--- src/rtl/wrc_pkg.sv ---
`default_nettype none

package wrc_pkg;

  // lane count as shipped, and the most lanes one request can carry
  localparam int unsigned BYTES_PER_ITEM_DEF = 8;
  localparam int unsigned MAX_LANES          = 8;

  // port field widths
  localparam int unsigned DATA_W    = 64;
  localparam int unsigned COUNT_W   = 4;
  localparam int unsigned TOTAL_W   = 32;
  localparam int unsigned S_TDATA_W = 72;  // 64 + 4, padded to whole bytes
  localparam int unsigned M_TDATA_W = 40;  // 32 + 7, padded to whole bytes

  // words lying wholly inside one request: at most half the lanes
  localparam int unsigned MID_W = 3;
  // words added by one request: the leading close plus the inner words
  localparam int unsigned ADD_W = 4;

  // byte class boundaries
  localparam logic [7:0] SEP_LO_EXCL   = 8'h08;
  localparam logic [7:0] SEP_HI_EXCL   = 8'h0E;
  localparam logic [7:0] SEP_SPACE     = 8'h20;
  localparam logic [7:0] PRINT_LO      = 8'h21;
  localparam logic [7:0] PRINT_HI      = 8'h7E;

  // summary of one request, independent of the carried scan state
  typedef struct packed {
    logic             start;          // clear scan state first
    logic             any;            // at least one byte scanned
    logic             first_sep;      // first byte is a separator
    logic             has_sep;        // request holds a separator
    logic             head_nonempty;  // non-separators before the first separator
    logic             head_print;     // a printable byte before the first separator
    logic [MID_W-1:0] mid_words;      // printable runs opened and closed inside
    logic             tail_nonempty;  // last byte is not a separator
    logic             tail_print;     // run after the last separator is printable
  } item_sum_t;

  function automatic logic is_sep(input logic [7:0] b);
    return ((b > SEP_LO_EXCL) && (b < SEP_HI_EXCL)) || (b == SEP_SPACE);
  endfunction

  function automatic logic is_print(input logic [7:0] b);
    return (b >= PRINT_LO) && (b <= PRINT_HI);
  endfunction

endpackage

`default_nettype wire

--- src/rtl/wrc_front.sv ---
`default_nettype none

module wrc_front #(
  parameter int unsigned BYTES_PER_ITEM = wrc_pkg::BYTES_PER_ITEM_DEF
) (
  input  wire logic                         start_req_i,
  input  wire logic [wrc_pkg::DATA_W-1:0]   data_bytes_i,
  input  wire logic [wrc_pkg::COUNT_W-1:0]  byte_count_i,
  output wrc_pkg::item_sum_t                sum_o
);
  import wrc_pkg::*;

  localparam int unsigned LANES = (BYTES_PER_ITEM > MAX_LANES) ? MAX_LANES : BYTES_PER_ITEM;

  logic [LANES-1:0] lane_valid;
  logic [LANES-1:0] lane_sep;
  logic [LANES-1:0] lane_print;

  // per-lane classification, lanes past the count are masked off
  always_comb begin
    for (int k = 0; k < LANES; k++) begin
      lane_valid[k] = (COUNT_W'(k) < byte_count_i);
      lane_sep[k]   = is_sep(data_bytes_i[8*k +: 8]);
      lane_print[k] = is_print(data_bytes_i[8*k +: 8]);
    end
  end

  // in-order scan of the lanes into a state-free summary
  always_comb begin
    logic             after_sep;
    logic             cur_nonempty;
    logic             cur_print;
    logic             head_ne;
    logic             head_pr;
    logic [MID_W-1:0] mid;
    after_sep    = 1'b0;
    cur_nonempty = 1'b0;
    cur_print    = 1'b0;
    head_ne      = 1'b0;
    head_pr      = 1'b0;
    mid          = '0;
    for (int k = 0; k < LANES; k++) begin
      if (lane_valid[k]) begin
        if (lane_sep[k]) begin
          if (!after_sep) begin
            head_ne = cur_nonempty;
            head_pr = cur_print;
          end else if (cur_nonempty && cur_print) begin
            mid = mid + MID_W'(1);
          end
          after_sep    = 1'b1;
          cur_nonempty = 1'b0;
          cur_print    = 1'b0;
        end else begin
          cur_nonempty = 1'b1;
          cur_print    = cur_print | lane_print[k];
        end
      end
    end
    sum_o.start         = start_req_i;
    sum_o.any           = lane_valid[0];
    sum_o.first_sep     = lane_sep[0];
    sum_o.has_sep       = after_sep;
    sum_o.head_nonempty = after_sep ? head_ne : cur_nonempty;
    sum_o.head_print    = after_sep ? head_pr : cur_print;
    sum_o.mid_words     = mid;
    sum_o.tail_nonempty = cur_nonempty;
    sum_o.tail_print    = cur_print;
  end

endmodule

`default_nettype wire

--- src/rtl/wrc_queue.sv ---
`default_nettype none

module wrc_queue (
  input  wire logic               clk_i,
  input  wire logic               rst_ni,
  input  wire logic               push_i,
  input  wire wrc_pkg::item_sum_t push_data_i,
  output logic                    full_o,
  input  wire logic               pop_i,
  output logic                    valid_o,
  output wrc_pkg::item_sum_t      pop_data_o
);
  import wrc_pkg::*;

  localparam int unsigned DEPTH = 2;
  localparam int unsigned PTR_W = $clog2(DEPTH);
  localparam int unsigned CNT_W = $clog2(DEPTH + 1);

  item_sum_t        mem_q [DEPTH];
  logic [PTR_W-1:0] wr_ptr_q, wr_ptr_d;
  logic [PTR_W-1:0] rd_ptr_q, rd_ptr_d;
  logic [CNT_W-1:0] fill_q, fill_d;
  logic             do_push, do_pop;

  assign full_o     = (fill_q == CNT_W'(DEPTH));
  assign valid_o    = (fill_q != '0);
  assign pop_data_o = mem_q[rd_ptr_q];
  assign do_push    = push_i && !full_o;
  assign do_pop     = pop_i && valid_o;

  // pointer and fill bookkeeping
  always_comb begin
    wr_ptr_d = wr_ptr_q;
    rd_ptr_d = rd_ptr_q;
    fill_d   = fill_q;
    if (do_push) begin
      wr_ptr_d = (wr_ptr_q == PTR_W'(DEPTH - 1)) ? '0 : wr_ptr_q + PTR_W'(1);
    end
    if (do_pop) begin
      rd_ptr_d = (rd_ptr_q == PTR_W'(DEPTH - 1)) ? '0 : rd_ptr_q + PTR_W'(1);
    end
    if (do_push && !do_pop) begin
      fill_d = fill_q + CNT_W'(1);
    end else if (do_pop && !do_push) begin
      fill_d = fill_q - CNT_W'(1);
    end
  end

  always_ff @(posedge clk_i or negedge rst_ni) begin
    if (!rst_ni) begin
      wr_ptr_q <= '0;
      rd_ptr_q <= '0;
      fill_q   <= '0;
    end else begin
      wr_ptr_q <= wr_ptr_d;
      rd_ptr_q <= rd_ptr_d;
      fill_q   <= fill_d;
    end
  end

  // summary storage
  always_ff @(posedge clk_i) begin
    if (do_push) begin
      mem_q[wr_ptr_q] <= push_data_i;
    end
  end

endmodule

`default_nettype wire

--- src/rtl/wrc_back.sv ---
`default_nettype none

module wrc_back (
  input  wire logic                        clk_i,
  input  wire logic                        rst_ni,
  input  wire logic                        sum_valid_i,
  input  wire wrc_pkg::item_sum_t          sum_i,
  output logic                             sum_pop_o,
  output logic                             out_valid_o,
  input  wire logic                        out_ready_i,
  output logic [wrc_pkg::TOTAL_W-1:0]      word_total_o,
  output logic                             any_byte_seen_o,
  output logic                             began_in_run_o,
  output logic                             inside_run_o,
  output logic                             open_run_printable_o,
  output logic                             separator_seen_o,
  output logic                             lead_run_closed_o,
  output logic                             lead_run_printable_o
);
  import wrc_pkg::*;

  logic [TOTAL_W-1:0] cnt_q, cnt_d;
  logic seen_q, seen_d;
  logic si_q, si_d;
  logic inrun_q, inrun_d;
  logic rp_q, rp_d;
  logic ss_q, ss_d;
  logic lc_q, lc_d;
  logic lp_q, lp_d;
  logic out_valid_q, out_valid_d;

  // take a summary whenever the shown result is free or being taken
  assign sum_pop_o = sum_valid_i && (!out_valid_q || out_ready_i);

  // fold one summary into the carried scan state
  always_comb begin
    logic [TOTAL_W-1:0] b_cnt;
    logic               b_seen, b_si, b_inrun, b_rp, b_ss, b_lc, b_lp;
    logic               closes, pr0;
    logic [ADD_W-1:0]   add;
    logic [TOTAL_W:0]   sum;
    b_cnt   = sum_i.start ? '0 : cnt_q;
    b_seen  = sum_i.start ? 1'b0 : seen_q;
    b_si    = sum_i.start ? 1'b0 : si_q;
    b_inrun = sum_i.start ? 1'b0 : inrun_q;
    b_rp    = sum_i.start ? 1'b0 : rp_q;
    b_ss    = sum_i.start ? 1'b0 : ss_q;
    b_lc    = sum_i.start ? 1'b0 : lc_q;
    b_lp    = sum_i.start ? 1'b0 : lp_q;
    closes  = b_inrun || sum_i.head_nonempty;
    pr0     = b_rp || sum_i.head_print;
    add     = ADD_W'(sum_i.mid_words) + ADD_W'(closes && pr0);
    sum     = {1'b0, b_cnt} + (TOTAL_W + 1)'(add);
    cnt_d   = b_cnt;
    seen_d  = b_seen;
    si_d    = b_si;
    inrun_d = b_inrun;
    rp_d    = b_rp;
    ss_d    = b_ss;
    lc_d    = b_lc;
    lp_d    = b_lp;
    if (sum_i.any) begin
      seen_d = 1'b1;
      si_d   = b_seen ? b_si : !sum_i.first_sep;
      if (!sum_i.has_sep) begin
        inrun_d = 1'b1;
        rp_d    = pr0;
      end else begin
        cnt_d   = sum[TOTAL_W] ? '1 : sum[TOTAL_W-1:0];
        if (!b_ss && si_d && closes) begin
          lc_d = 1'b1;
          lp_d = pr0;
        end
        ss_d    = 1'b1;
        inrun_d = sum_i.tail_nonempty;
        rp_d    = sum_i.tail_print;
      end
    end
  end

  // result slot handshake
  always_comb begin
    if (sum_pop_o) begin
      out_valid_d = 1'b1;
    end else if (out_ready_i) begin
      out_valid_d = 1'b0;
    end else begin
      out_valid_d = out_valid_q;
    end
  end

  always_ff @(posedge clk_i or negedge rst_ni) begin
    if (!rst_ni) begin
      cnt_q       <= '0;
      seen_q      <= 1'b0;
      si_q        <= 1'b0;
      inrun_q     <= 1'b0;
      rp_q        <= 1'b0;
      ss_q        <= 1'b0;
      lc_q        <= 1'b0;
      lp_q        <= 1'b0;
      out_valid_q <= 1'b0;
    end else begin
      out_valid_q <= out_valid_d;
      if (sum_pop_o) begin
        cnt_q   <= cnt_d;
        seen_q  <= seen_d;
        si_q    <= si_d;
        inrun_q <= inrun_d;
        rp_q    <= rp_d;
        ss_q    <= ss_d;
        lc_q    <= lc_d;
        lp_q    <= lp_d;
      end
    end
  end

  // the carried state is the shown result
  assign out_valid_o          = out_valid_q;
  assign word_total_o         = cnt_q;
  assign any_byte_seen_o      = seen_q;
  assign began_in_run_o       = si_q;
  assign inside_run_o         = inrun_q;
  assign open_run_printable_o = rp_q;
  assign separator_seen_o     = ss_q;
  assign lead_run_closed_o    = lc_q;
  assign lead_run_printable_o = lp_q;

endmodule

`default_nettype wire

--- src/rtl/word_run_counter.sv ---
// word_run_counter: byte-mode word counter with chunk-merge flags.
// input stream: each request carries up to eight bytes (first byte lowest),
// a valid byte count and, in tuser, a start flag that clears all scan state
// before the bytes. output stream: one result per request, showing the word
// total and the seven scan flags after that request.
// a front stage classifies the lanes of a request into a state-free summary,
// a two-entry queue holds summaries, and a back stage folds one summary into
// the carried state per cycle, so throughput is one request per cycle while
// m_axis_tready is high. a request passes a queue entry and then the result
// register on its way out. the input stays ready while the queue has room,
// so a stalled receiver is absorbed by the result register and the queue
// before s_axis_tready drops; results are held stable until taken.
// reset clears the word total, all flags and the queue; the first result
// after reset reflects only the requests accepted since.
`default_nettype none

module word_run_counter #(
  parameter int unsigned BYTES_PER_ITEM = wrc_pkg::BYTES_PER_ITEM_DEF
) (
  input  wire logic                           clk_i,
  input  wire logic                           rst_ni,
  input  wire logic                           s_axis_tvalid,
  output logic                                s_axis_tready,
  // data_bytes [63:0], byte_count [67:64], zero [71:68]
  input  wire logic [wrc_pkg::S_TDATA_W-1:0]  s_axis_tdata,
  // start_req [0]
  input  wire logic                           s_axis_tuser,
  output logic                                m_axis_tvalid,
  input  wire logic                           m_axis_tready,
  // word_total [31:0], any_byte_seen [32], began_in_run [33], inside_run [34],
  // open_run_printable [35], separator_seen [36], lead_run_closed [37],
  // lead_run_printable [38], zero [39]
  output logic [wrc_pkg::M_TDATA_W-1:0]       m_axis_tdata
);
  import wrc_pkg::*;

  item_sum_t          front_sum;
  item_sum_t          queue_sum;
  logic               queue_full;
  logic               queue_valid;
  logic               queue_pop;
  logic [TOTAL_W-1:0] word_total;
  logic               any_byte_seen, began_in_run, inside_run, open_run_printable;
  logic               separator_seen, lead_run_closed, lead_run_printable;

  assign s_axis_tready = !queue_full;

  // request classification
  wrc_front #(
    .BYTES_PER_ITEM(BYTES_PER_ITEM)
  ) u_front (
    .start_req_i (s_axis_tuser),
    .data_bytes_i(s_axis_tdata[DATA_W-1:0]),
    .byte_count_i(s_axis_tdata[DATA_W +: COUNT_W]),
    .sum_o       (front_sum)
  );

  // summary queue between the two sides
  wrc_queue u_queue (
    .clk_i      (clk_i),
    .rst_ni     (rst_ni),
    .push_i     (s_axis_tvalid),
    .push_data_i(front_sum),
    .full_o     (queue_full),
    .pop_i      (queue_pop),
    .valid_o    (queue_valid),
    .pop_data_o (queue_sum)
  );

  // state fold and result register
  wrc_back u_back (
    .clk_i               (clk_i),
    .rst_ni              (rst_ni),
    .sum_valid_i         (queue_valid),
    .sum_i               (queue_sum),
    .sum_pop_o           (queue_pop),
    .out_valid_o         (m_axis_tvalid),
    .out_ready_i         (m_axis_tready),
    .word_total_o        (word_total),
    .any_byte_seen_o     (any_byte_seen),
    .began_in_run_o      (began_in_run),
    .inside_run_o        (inside_run),
    .open_run_printable_o(open_run_printable),
    .separator_seen_o    (separator_seen),
    .lead_run_closed_o   (lead_run_closed),
    .lead_run_printable_o(lead_run_printable)
  );

  // result packing
  assign m_axis_tdata = {1'b0, lead_run_printable, lead_run_closed, separator_seen,
                         open_run_printable, inside_run, began_in_run, any_byte_seen,
                         word_total};

endmodule

`default_nettype wire
--- config.mk ---
export PLATFORM = sky130hd
export DESIGN_NAME = word_run_counter
export DESIGN_NICKNAME = d
export VERILOG_FILES = /design/src/rtl/wrc_pkg.sv /design/src/rtl/wrc_front.sv /design/src/rtl/wrc_queue.sv /design/src/rtl/wrc_back.sv /design/src/rtl/word_run_counter.sv
export SDC_FILE = /design/constraint.sdc
export NUM_CORES = 1
export LEC_CHECK = 0
export BUFFER_PORTS_ARGS = -buffer_cell sky130_fd_sc_hd__buf_2
export CORE_AREA = 2 2 112 114
export CTS_CLUSTER_SIZE = 40
export DETAILED_ROUTE_END_ITERATION = 16
export DIE_AREA = 0 0 114 116
export GPL_TIMING_DRIVEN = 1
export PLACE_DENSITY_LB_ADDON = 0.08
export SYNTH_ARGS = -nofsm -noshare
export SYNTH_HDL_FRONTEND = slang
export SYNTH_HIERARCHICAL = 1
export SYNTH_SLANG_ARGS = --single-unit
export TNS_END_PERCENT = 50
--- constraint.sdc ---
create_clock -name clk_i -period 8.9 [get_ports clk_i]
set_input_delay 1.335 -clock clk_i [delete_from_list [all_inputs] [get_ports clk_i]]
set_output_delay 1.335 -clock clk_i [all_outputs]
set_load 0.05 [all_outputs]
==> results of run 1 <==
[final timing paths]
| kind | startpoint | end | cells past startpoint |
|---|---|---|---|
| min | u_back/lead_run_closed_o | u_back/lead_run_closed_o | 1 |
| min reg2reg | u_back/lead_run_closed_o | u_back/lead_run_closed_o | 1 |
| min in group asynchronous | rst_ni | u_back/word_total_o[15] | 1 |
| max reg2reg | u_queue/rd_ptr_q | u_back/word_total_o[26] | 11 |
| max in group asynchronous | rst_ni | u_back/lead_run_closed_o | 1 |
| max | s_axis_tdata[65] | u_queue/mem_q[1][3] | 21 |
[sequential cells by signal (all words and copies together), names as in the netlist]
name,cells
u_back/any_byte_seen_o,1
u_back/began_in_run_o,1
u_back/inside_run_o,1
u_back/lead_run_closed_o,1
u_back/lead_run_printable_o,1
u_back/open_run_printable_o,1
u_back/out_valid_o,1
u_back/separator_seen_o,1
u_back/word_total_o,32
u_queue/fill_q,2
u_queue/mem_q,22
u_queue/rd_ptr_q,1
u_queue/wr_ptr_q,1
[layer usage]
layer / global-route usage [%] / wire, microns / share of wire [%] / vias to the layer above
li1: - / - / - / 2385
met1: 24.8 / 5660 / 43 / 2379
met2: 37.8 / 6770 / 52 / 123
met3: 2.67 / 494 / 3.8 / 13
met4: 5.20 / 203 / 1.5 / 0
met5: 0 / 0 / 0 / -
[logic make-up (layout without fill, tap and decap cells)]
logic type | count (synthesis) | count (layout) | synth area share, %
other | 2 | 2 | 0.143
adders and majority gates | 11 | 11 | 2.90
buffers and inverters | 51 | 151 | 5.11
muxes | 31 | 31 | 6.94
and+or+nand+nor | 262 | 262 | 29.1
DFF | 66 | 66 | 33.5
AOI/OAI and AO/OA | 141 | 141 | 20.2
xor gates and xnor gates | 11 | 11 | 2.09
[layout by cell type (no fill, tap or decap), drive strengths merged, types with 10 or more instances in the layout]
cell type	count
nor3	20
nand2	58
nor2	52
mux2i	17
nand4	19
mux2	14
buf	114
edfxtp	22
nand3	20
nand2b	10
o21ai	23
nor4	13
inv	25
o211ai	22
a21oi	25
dfrtp	44
[report_power, final]
group / switching, uW / total [uW] / internal (uW)
sequential: 60.2 / 446 / 386
combinational: 419 / 634 / 215
clock: 142 / 364 / 222
total: 622 / 1440 / 822
[final cells by class]
type                            instances  area [sq um]  area share, %
Clock inverter                          7          82.6           1.35
Tap cell                              147           184           3.00
Multi-Input combinational cell        458          3230           52.7
Timing Repair Buffer                  114           573           9.34
Clock buffer                            9           225           3.67
Inverter                               21          78.8           1.28
Sequential cell                        66          1760           28.7
[stage by stage]
| step | instance area, sq um | utilization (%) |
|---|---|---|
| after floorplan | 5260 | - |
| after global placement | 5830 | 48.9 |
| after detailed placement | 5830 | 48.9 |
| after CTS | 6140 | 51.5 |
| after global routing | 6140 | 51.5 |
| final | 6140 | 51.5 |
==> run metrics, run 1 <==
fin nets 758; PortBufs 113; most frequent cell after synthesis nand2_1; # diodes 0; CP delay by family, top adder cells; CTS max path bufs 2; Crit path top cell by count ha_1; vias in the first global route 4700; Site Rows 40; area of the mapped netlist approximately 5300 sq um; synth top area cells dfrtp_1 (21%), edfxtp_1 (13%), nand2_1 (4.0%); worst slack, placed 2.73 ns; crit path capture type register; Total Neg Setup Slack 0 ns; Pwr Total roughly 1400 uW; clk_lat worst skew 0.33 ns; status finished, final reports clean; H-tree depth 3; final hold slack slightly below 0.5 ns; global placement routability congestion 0.816; #FFs+latches synth 66; clock-pin slew on the worst setup and hold paths 0.06 ns; HP Class register to register; cell type with the largest total area after synthesis dfrtp_1; final worst slack 3.09 ns; worst-margin pin slew 1.02 ns; Post-synth top flop dfrtp_1; maximum vdd drop 113 uV; HPWL after DPL 9800 microns; Max Cap Viol 0; crit-path cells buf_2, nor4_4, a211oi_1, a32oi_1, nor2_1, ha_1, o311a_2, ha_1, nand3_1, o21ai_0, and2_1, ha_1, nand4b_1, nand2_1, ha_1, nor2_1, a31oi_1, ha_1, mux2_4, ha_1, mux2_2; GR Overflow Total 0; Async S/R FF share, synth 66.7%; Starting Density 44.2%; die width 114 microns; initial antenna violation count 0; largest net degree at the start of global routing 49; GR Util All Layers about 20%; layout cell share with drive strength beyond 1 26.2%; commonest cells in the netlist nand2_1 (56), nor2_1 (50), dfrtp_1 (44); Mapped Nets 663; 1st-iter DRT viols 252; CTS tree done; RSZ-0062 raised after global routing no; cts hold-fix bufs 0; CP Launch Type input port; core area 11900 sq um; CTS root buffer clkbuf_16; Post-Place Cells between 800 and 900; critical path class input port to register; CP required 8.97 ns; Synth-to-Final Area Change 16.6%; Synth Warn # 6; WP buf/inv 1; Distinct cells, synth 90; DRT Pass-1 Iters 5; Final ANT Viol Nets 0; Slew Limit Fails 0; final worst path period share 65.3%; final setup violation count 0; I/O Pins 119; Die Ht 116 microns; Synth Instances 575; non-filler instance count after layout 822; Post-route DRC 0; number of enable flip-flop cells after synthesis 22; Crit-path slowest cell nor4_4; post-CTS setup buffers 0; share of the synthesized area in the top cell type 20.9%; CP Max Fanout 9; Die ar. 13200 sq um; Via Count 4900; average size of a mapped cell about 9 sq um; CP arrival 5.88 ns; Slew HR 32.3%; Leak Pwr approximately 0.0028 uW; fmax 0.172 GHz; Fillers between 1k and 1.5k; Tmin final 5.81 ns; FF-to-FF setup slack 4.58 ns; Hold Vio Cnt, Final 0; CTS Buf Count 9; first-pass GRT wire length 22000 microns; total wire length 13100 microns; Worst path max stage delay 0.54 ns; Cell Pwr Density 235 nW/um^2; WL/cell 16.0 microns; sequential fraction of the synthesis area between 30% and 40%; drt via density a little under 6; CTS Sinks 66; Resized Gates After CTS 0; Setup Skew 0.00909 ns
No activity file was read; power rests on OpenSTA's default activity.
==> run 2: changes to the inputs <==
==> constraint.sdc (replaced) <==
create_clock -name clk_i -period 5 [get_ports clk_i]
set_input_delay 0.75 -clock clk_i [delete_from_list [all_inputs] [get_ports clk_i]]
set_output_delay 0.75 -clock clk_i [all_outputs]
set_load 0.05 [all_outputs]
==> run 2 against run 1 <==
  * Critical path depth did not move
  * Hold slack got worse by 0.016 ns
  * Non-clock buffer count rose by 21
  * Clock power rose by 80%
  * Via count rose by 1.2%
  * Routed wire length rose by 4.0%
  * First-iteration DRC count rose by 9.9%
  * Cell count rose by 2.6%
  * Flip-flop and latch count did not move
  * Clock skew barely moved
==> run metrics, run 2 (synthesized netlist as in run 1, its figures left out) <==
maximum vdd drop 222 uV (+96%); largest net degree at the start of global routing 45 (-8.2%); Hold Vio Cnt, Final 0 (unchanged); Slew Limit Fails 0 (unchanged); Via Count 4958 (+1.2%); final worst path period share 96.3%; CTS max path bufs 2 (unchanged); post-CTS setup buffers 0 (unchanged); cts hold-fix bufs 0 (unchanged); Cell Pwr Density 413 nW/um^2 (+76%); Tmin final around 4.8 ns; core area 11900 sq um (unchanged); HPWL after DPL 10200 microns (+4.4%); first-pass GRT wire length 22500 microns (+1.9%); Site Rows 40 (unchanged); status finished, final reports clean; most common cell after layout, fill and taps aside buf_2; drt via density 5.88 (-1.3%); worst-margin pin slew 1.02 ns (+0.00177 ns); CP Max Fanout 2 (-7); Max Cap Viol 0 (unchanged); Resized Gates After CTS 0 (unchanged); CP required 5.08 ns (-3.89 ns); Post-route DRC 0 (unchanged); Synth-to-Final Area Change 19.8%; total wire length 13700 microns (+4.0%); HP Class register to register; die width 114 microns (unchanged); fmax 0.208 GHz; CTS root buffer clkbuf_16; CP Launch Type input port; crit path capture type register; commonest non-fill, non-tap cells in the layout buf_2 (113), nand2_1 (56), nor2_1 (49); CP arrival 4.90 ns (-0.98 ns); CTS tree done; layout cell share with drive strength beyond 1 28.7% (+2.5 points); WL/cell 16.2 microns (+1.4%); I/O Pins 119 (unchanged); CTS Buf Count 9 (unchanged); final setup violation count 0 (unchanged); H-tree depth 3 (unchanged); # diodes 0 (unchanged); Total Neg Setup Slack 0 ns (unchanged); GR Overflow Total 0 (unchanged); max reg flops 32 (unchanged); CTS Sinks 66 (unchanged); fin nets 779 (+2.8%); clk_lat worst skew 0.34 ns (about the same); global placement routability congestion 0.835 (+2.3%); Slew HR 32.2% (-0.12 points); Starting Density 44.2% (unchanged); critical path class input port to register; PortBufs 113 (unchanged); Die ar. 13200 sq um (unchanged); 1st-iter DRT viols 277 (+9.9%); vias in the first global route 4743 (+0.91%); Final ANT Viol Nets 0 (unchanged); clock-pin slew on the worst setup and hold paths 0.06 ns (about the same); DRT Pass-1 Iters 4 (-1); Leak Pwr 0.00286 uW (+3.8%); GR Util All Layers 21.0% (+0.73 points); Pwr Total 2600 uW (+80%); Setup Skew 0.00954 ns (+0.000449 ns); Die Ht 116 microns (unchanged); initial antenna violation count 1 (+1)
[run 2: changes by cell type in the layout (fill, tap and decap cells not counted)]
cell	change
buf_4	+21
nor2_1	-1
a31oi_2	+1
a31oi_1	-1
nor2_2	+1
[run 2: final cells by class]
type | instances | area (sq um)
inverters | 21 | 78.8
well taps | 147 | 184
multi-input cells | 458 | 3240
repair buffers | 135 | 731
clock inverters | 7 | 82.6
clock buffers | 9 | 225
flip-flops and latches | 66 | 1760
fillers | 1139 | 5610
[run 2: where the power goes]
part	switching (uW)	internal, uW	total [uW]
registers	89.5	687	777
clock network	260	395	654
logic	777	397	1170
[run 2: through the flow]
| stage | setup slack (ns) | cells | hold WS [ns] | util, % | instance area, sq um |
|---|---|---|---|---|---|
| detailed placement | -0.148 | 827 | 0.461 | 50.3 | 5990 |
| CTS | 0.200 | 843 | 0.476 | 52.8 | 6290 |
| floorplan | 0.0401 | 575 | 0.451 | - | 5260 |
| global route | -0.0116 | 843 | 0.483 | 52.9 | 6300 |
| finish | 0.183 | 843 | 0.470 | 52.9 | 6300 |
| global placement | -0.0479 | 827 | 0.459 | 50.3 | 5990 |
[run 2: final timing paths]
path	end	slack, ns	depth (start not counted)	start
setup / recovery	u_queue/mem_q[1][3]	0.18	21	s_axis_tdata[11]
hold / removal	u_back/lead_run_closed_o	0.47	1	u_back/lead_run_closed_o
setup reg to reg	u_back/word_total_o[28]	1.53	14	u_queue/rd_ptr_q
hold reg to reg	u_back/lead_run_closed_o	0.47	1	u_back/lead_run_closed_o
max in group asynchronous	u_back/word_total_o[28]	3.78	1	rst_ni
min in group asynchronous	u_back/word_total_o[15]	0.59	1	rst_ni
[run 2: critical path: stages]
cell      delay (ns)
buf_2           0.10
or4b_1          0.53
o21ai_2         0.09
and4b_1         0.23
nor2_1          0.06
ha_1            0.26
o311a_2         0.12
ha_1            0.27
nand3_1         0.06
o21ai_0         0.10
and2_1          0.18
ha_1            0.28
nand4b_1        0.13
nand2_1         0.08
ha_1            0.31
nor2_2          0.12
a31oi_2         0.06
ha_1            0.31
mux2_4          0.28
ha_1            0.29
mux2_2          0.27
[run 2: routing by layer]
metal / up-vias / share of wire (%) / global-route usage [%] / routed length (microns)
met2: 122 / 52 / 38.8 / 7060
met5: - / 0.095 / 0 / 13
li1: 2422 / - / - / -
met1: 2390 / 43 / 25.1 / 5840
met3: 22 / 4.0 / 3.97 / 545
met4: 2 / 1.4 / 5.69 / 197
